### config.mk
export PLATFORM = sky130hd
export DESIGN_NAME = three_term_recurrence_checksum
export DESIGN_NICKNAME = d
export VERILOG_FILES = /design/src/rtl/ttrc_pkg.sv /design/src/rtl/three_term_recurrence_checksum.sv
export SDC_FILE = /design/constraint.sdc
export NUM_CORES = 1
export LEC_CHECK = 0
export BUFFER_PORTS_ARGS = -buffer_cell sky130_fd_sc_hd__buf_2
export CAP_MARGIN = 20
export CORE_MARGIN = 2
export CORE_UTILIZATION = 45
export DETAILED_ROUTE_END_ITERATION = 10
export PLACE_DENSITY = 0.59
export SYNTH_ARGS = -nofsm -noshare
export SYNTH_HDL_FRONTEND = slang
export SYNTH_SLANG_ARGS = --single-unit
### constraint.sdc
create_clock -name clk -period 15.85 [get_ports clk]
set_input_delay 1.585 -clock clk [delete_from_list [all_inputs] [get_ports clk]]
set_output_delay 1.585 -clock clk [all_outputs]
set_load 0.02 [all_outputs]
### src/rtl/ttrc_pkg.sv
// Constants and the mod-65535 fold for the three-term recurrence checksum.
// Self-contained; imported by the three_term_recurrence_checksum top level.
package ttrc_pkg;

  localparam int unsigned TERM_W = 16;
  localparam int unsigned BYTE_W = 8;
  // Width of the biased difference, before folding.
  localparam int unsigned SUM_W  = 26;

  localparam logic [TERM_W-1:0] TERM_MOD     = 16'd65535;
  localparam logic [TERM_W-1:0] FIRST_OFFSET = 16'd7;
  localparam logic [BYTE_W-1:0] ALPHA_STEP   = 8'd17;
  localparam logic [BYTE_W-1:0] BETA_STEP    = 8'd31;
  // 256 * 65535: lifts the most negative difference above zero and leaves
  // the residue mod 65535 unchanged.
  localparam logic [SUM_W-1:0]  FOLD_BIAS    = 26'd16776960;

  typedef logic [TERM_W-1:0] term_t;

  // Reduce a value mod 65535, using 2^16 == 1 (mod 65535).
  function automatic term_t mod_fold(input logic [SUM_W-1:0] val);
    logic [TERM_W:0]   f1;
    logic [TERM_W-1:0] f2;
    f1 = {1'b0, val[TERM_W-1:0]} + {7'd0, val[SUM_W-1:TERM_W]};
    f2 = f1[TERM_W-1:0] + {{(TERM_W-1){1'b0}}, f1[TERM_W]};
    return (f2 == TERM_MOD) ? '0 : f2;
  endfunction

endpackage

### src/rtl/three_term_recurrence_checksum.sv
// Three-term recurrence checksum over a byte stream, one byte per cycle while in_stall is low.
// Depends on ttrc_pkg for constants and the mod-65535 fold.
//
// Usage:
//   Input channel (in_valid / in_stall): one message byte per beat, with
//   in_last_byte high on the final byte. Every message has at least one byte.
//   Result channel (out_valid / out_stall): one beat per message, carrying
//   out_checksum, the newest recurrence term after the final byte (0..65534).
//   A beat moves on a rising edge with valid high and stall low.
//
// Timing:
//   An accepted byte lands in the input register, and the edge that moves it
//   on folds it into the running terms; that same edge loads a final byte's
//   checksum into the output register, so out_valid rises as the final byte
//   leaves the input register. Throughput is one byte per cycle while in_stall
//   is low; the limit is the combinational update of the two recurrence terms
//   (two small products, a subtract and a fold).
//
// Stall: while the output register holds an untaken checksum, non-final bytes
//   keep flowing; only a final byte waits in the input register, and then
//   in_stall goes high until the output beat is taken.
// Reset (rst_n low, synchronous): both registers empty, the next byte opens
//   a new message.
module three_term_recurrence_checksum
  import ttrc_pkg::*;
(
  input  logic              clk,
  input  logic              rst_n,
  input  logic              in_valid,
  output logic              in_stall,
  input  logic [BYTE_W-1:0] in_data_byte,
  input  logic              in_last_byte,
  output logic              out_valid,
  input  logic              out_stall,
  output logic [TERM_W-1:0] out_checksum
);

  // Input register
  logic              in_v_r;
  logic [BYTE_W-1:0] in_byte_r;
  logic              in_last_r;

  // Recurrence state
  logic [BYTE_W-1:0] pos_r,   pos_nxt;
  term_t             older_r, older_nxt;
  term_t             newer_r, newer_nxt;
  logic              start_r, start_nxt;

  // Result register
  logic              out_v_r;
  term_t             out_checksum_r;

  logic              hold;
  logic              step;
  logic [BYTE_W-1:0] alpha;
  logic [BYTE_W-1:0] beta;
  logic [BYTE_W:0]   coef;
  logic [24:0]       prod_new;
  logic [23:0]       prod_old;
  logic              negative;
  logic [SUM_W-1:0]  biased;
  term_t             term_next;

  // Hold a final byte while the previous checksum is still untaken.
  assign hold     = in_v_r && in_last_r && out_v_r && out_stall;
  assign in_stall = hold;
  assign step     = in_v_r && !hold;

  // Position coefficients, kept mod 256 by the 8-bit width.
  assign alpha = 8'(pos_r * ALPHA_STEP);
  assign beta  = 8'(pos_r * BETA_STEP);
  assign coef  = {1'b0, in_byte_r} + {1'b0, alpha};

  assign prod_new = coef * newer_r;
  assign prod_old = beta * older_r;

  // A negative difference wraps mod 2^64, and 2^64 == 1 (mod 65535): add one.
  assign negative = ({1'b0, prod_new} < {2'b00, prod_old});
  assign biased   = {1'b0, prod_new} + FOLD_BIAS - {2'b00, prod_old}
                    + {{(SUM_W-1){1'b0}}, negative};
  assign term_next = mod_fold(biased);

  always_comb begin
    pos_nxt   = pos_r;
    older_nxt = older_r;
    newer_nxt = newer_r;
    start_nxt = start_r;
    if (step) begin
      if (start_r) begin
        // Open a message: load the first term.
        newer_nxt = {{(TERM_W-BYTE_W){1'b0}}, in_byte_r} + FIRST_OFFSET;
        older_nxt = term_t'(1);
        pos_nxt   = 8'd1;
        start_nxt = 1'b0;
      end else begin
        // Advance the recurrence and shift the terms.
        older_nxt = newer_r;
        newer_nxt = term_next;
        pos_nxt   = pos_r + 8'd1;
      end
      if (in_last_r) begin
        // Rearm for the next message.
        pos_nxt   = '0;
        older_nxt = term_t'(1);
        newer_nxt = term_t'(1);
        start_nxt = 1'b1;
      end
    end
  end

  always_ff @(posedge clk) begin
    if (!rst_n) begin
      in_v_r  <= 1'b0;
      out_v_r <= 1'b0;
      pos_r   <= '0;
      older_r <= term_t'(1);
      newer_r <= term_t'(1);
      start_r <= 1'b1;
    end else begin
      pos_r   <= pos_nxt;
      older_r <= older_nxt;
      newer_r <= newer_nxt;
      start_r <= start_nxt;

      // Input register drains every cycle unless a final byte is held.
      if (!hold) begin
        in_v_r <= in_valid;
      end

      // Result register: load on a final byte, drop when taken.
      if (step && in_last_r) begin
        out_v_r <= 1'b1;
      end else if (out_v_r && !out_stall) begin
        out_v_r <= 1'b0;
      end
    end

    if (!hold) begin
      in_byte_r <= in_data_byte;
      in_last_r <= in_last_byte;
    end
    if (step && in_last_r) begin
      out_checksum_r <= start_r
                        ? ({{(TERM_W-BYTE_W){1'b0}}, in_byte_r} + FIRST_OFFSET)
                        : term_next;
    end
  end

  assign out_valid    = out_v_r;
  assign out_checksum = out_checksum_r;

endmodule
==> metrics.yaml <==
status:
  status: "completed"
setup_path:
  startpoint_type: "register"
  cp-startpoint: "pos_r[0]$_SDFFE_PN0P_"
  worstReg2RegStart: "pos_r[0]$_SDFFE_PN0P_"
  crit_required_ns: 15.91
  crit_path_max_fanout: 14
  cp_slowest_cell: "or4_4"
  critPathKind: "register to register"
  cp_data_arrival_time_ns: 15.30
  slowest_delay_ns: 0.58
  endpoint_kind: "register"
logic_synthesis:
  syn-cell-area_um2: 15200
  ys_warn_count: 0
  async_flop_share_pct: 0
  synth_seq_cells: 68
  synthDistinctLibCells: 75
  seq_area_frac_synth_pct: 10.6
  synth_edf_count: 25
  ys.flop_type: "dfxtp_1"
  avgSynthCellArea_um2: 8.63
  synth_cells: 1758
  synth_nets: 2161
die:
  die_area_um2: 35200
  start_util_pct: 45.5
  rows: 67
  dieWidth_um: 188
  die_y_um: 188
  pin_count: 31
  fp.coreArea_um2: 33400
sta:
  hold_violations: 0
  worst_slew_pin_slew_ns: 1.17
  fin_crit_ns: 15.23
  fmax_mhz: 65.6
  fin_worst_skew_ns: 0.00588
  fin_crit_sh_pct: 96.1
  setup_viol: 0
  worst_hold_slack_ns: 0.513
  drv_slew: 0
  relSlewSlack_pct: 21.0
placed_design:
  place_area_um2: 16100
  portBuffers: 30
  place_congestion: 0.933
  dp_hpwl_um: 32300
clocking:
  cts_buffers: 9
  worstSkewPairLatency_ns: 0.33
  htree_levels: 3
  clockBufferDepth: 2
  cts_hold_buf: 0
  cts_tree: "done"
  clkTransAtPathRegs_ns: 0.06
  ctsRootBufferMaster: "clkbuf_16"
  clock-sinks: 68
hold_path:
  min_from: "pos_r[6]$_SDFFE_PN0P_"
  hp-class: "register to register"
cells_and_area:
  drive_above_1_share_pct: 10.4
  syn_to_final_growth_pct: 10.4
  layout.nets: 2206
  antenna_cells: 0
  fin_area_um2: 16700
global_routing:
  grt_pass1_vias: 12300
  track_usage_pct: 23.0
  grt_overflow_total: 0
  antenna_found_initial: 0
  grt_pass1_wl_um: 65200
  grt_max_degree: 33
route:
  dr.pass1.iters: 5
  num_vias: 12000
  vias_per_cell: 5.34
  ant_nets: 0
  drt_iter0_drc: 668
  routed_wl_um: 39500
  post_drt_wl_per_cell_um: 17.5
  post-route-drc-count: 0
job:
  drv_cap: 0
-- synth_stat cells, types with 9 or more instances --
| master | n | share of area, % |
|---|---|---|
| nor2_1 | 45 | 1.1 |
| nor2b_1 | 40 | 1.6 |
| a22oi_1 | 18 | 0.89 |
| nand2b_1 | 20 | 0.82 |
| o21bai_1 | 19 | 0.94 |
| nand3_1 | 20 | 0.66 |
| a21o_1 | 31 | 1.5 |
| xor2_1 | 34 | 2.0 |
| o31ai_1 | 14 | 0.69 |
| edfxtp_1 | 25 | 4.9 |
| a21oi_1 | 75 | 2.5 |
| dfxtp_1 | 43 | 5.7 |
| fa_1 | 201 | 27 |
| o21a_1 | 10 | 0.49 |
| xnor2_1 | 89 | 5.1 |
| nand4_1 | 9 | 0.37 |
| clkbuf_1 | 54 | 1.3 |
| ha_1 | 189 | 16 |
| nor3_1 | 22 | 0.73 |
| inv_1 | 320 | 7.9 |
| nand2_1 | 186 | 4.6 |
| o21ai_1 | 9 | 0.30 |
| and2_1 | 134 | 5.5 |
| o21ai_0 | 34 | 1.1 |
-- through the flow --
stage / setup WS [ns] / TNS [ns] / util, % / std cells
after floorplan: 0.0964 / 0 / - / 1758
after global placement: 0.179 / 0 / 48.1 / 2231
after detailed placement: -0.220 / -4.15 / 48.1 / 2231
after CTS: 0.0764 / 0 / 49.1 / 2248
after global routing: -0.0481 / -0.405 / 50.2 / 2256
final: 0.616 / 0 / 50.2 / 2256
-- critical path: cells and delay by family (launching register included) --
| family | cells | cell delay, ns |
|---|---|---|
| adder cells (fa/ha/maj) | 16 | 6.07 |
| XOR/XNOR | 3 | 0.42 |
| buffers and inverters | 11 | 1.27 |
| AO/OA/AOI/OAI | 20 | 3.41 |
| flip-flops | 1 | 0.35 |
| AND/OR/NAND/NOR | 16 | 3.45 |
-- state kept, by name (all words and copies together) (netlist names) --
register and count:
in_last_r 1, pos_r 8, start_r 1, out_valid 1, in_v_r 1, older_r 16, out_checksum 16, in_byte_r 8
newer_r 16
-- per-layer routing --
layer	up-vias	global-route usage, %	part of all wire, %
met1	5999	32.7	47
met4	0	4.12	1.3
met5	-	0	0
li1	5734	-	-
met2	267	39.0	48
met3	41	1.70	4.2
-- area by class of cell --
cell class	instances	area, um2
clock buffer	12	246
fill	3204	16600
multi-input combinational	1312	12400
inverter	320	1200
tap	448	561
clock inverter	4	23.8
sequential	68	1620
timing repair buffer	92	674
-- cells by family (layout without fill, tap and decap cells) --
group / count (synthesis) / after routing / share of synthesized area (%)
AO/OA/AOI/OAI: 280 / 280 / 12.7
flip-flops: 68 / 68 / 10.6
buffers and inverters: 378 / 428 / 9.45
adder cells (fa/ha/maj): 391 / 391 / 42.2
multiplexers: 3 / 3 / 0.206
AND/OR/NAND/NOR: 514 / 514 / 17.6
XOR/XNOR: 124 / 124 / 7.21
-- worst paths after layout --
path                                     to  slack, ns  depth (start not counted)
hold / removal        pos_r[6]$_SDFFE_PN0P_       0.51                          1
setup / recovery  out_checksum[9]$_DFFE_PP_       0.62                         66
setup reg to reg  out_checksum[9]$_DFFE_PP_       0.62                         66
hold reg to reg       pos_r[6]$_SDFFE_PN0P_       0.51                          1
-- cells in the final DEF (no fill, tap or decap), types with 4 or more instances in the layout --
master     instances
a211oi_1           6
nand3_1           20
xnor2_1           85
buf_4             57
ha_1             180
buf_2             30
a32oi_1            6
xnor2_2            4
or3_1              6
nand2_1          185
o21ai_2            4
a21o_1            31
clkbuf_16         11
a21oi_1           64
ha_2               5
nor2_1            45
or2_2              6
o21a_1            10
dfxtp_1           40
nand4_1            9
ha_4               4
o21ai_0           29
and2_1           133
fa_1             199
a21boi_1           4
nand2b_1          18
a21oi_2           10
nor2b_1           40
o21bai_1          18
nor3_1            20
inv_1            320
xor2_1            34
o31ai_1           13
a211o_1            6
a22oi_1           18
o21ai_1           10
edfxtp_1          25
-- what timing repair did --
action,4_1_cts,5_1_grt
endpoints found under the setup margin,31,32
buffers inserted,1,6
pin swaps,3,37
gates cloned,0,2
gates resized for setup,7,65
Power is left out: the tool's default activity adds up to more than one toggle a clock period on the data nets, which glitch-free logic cannot reach.
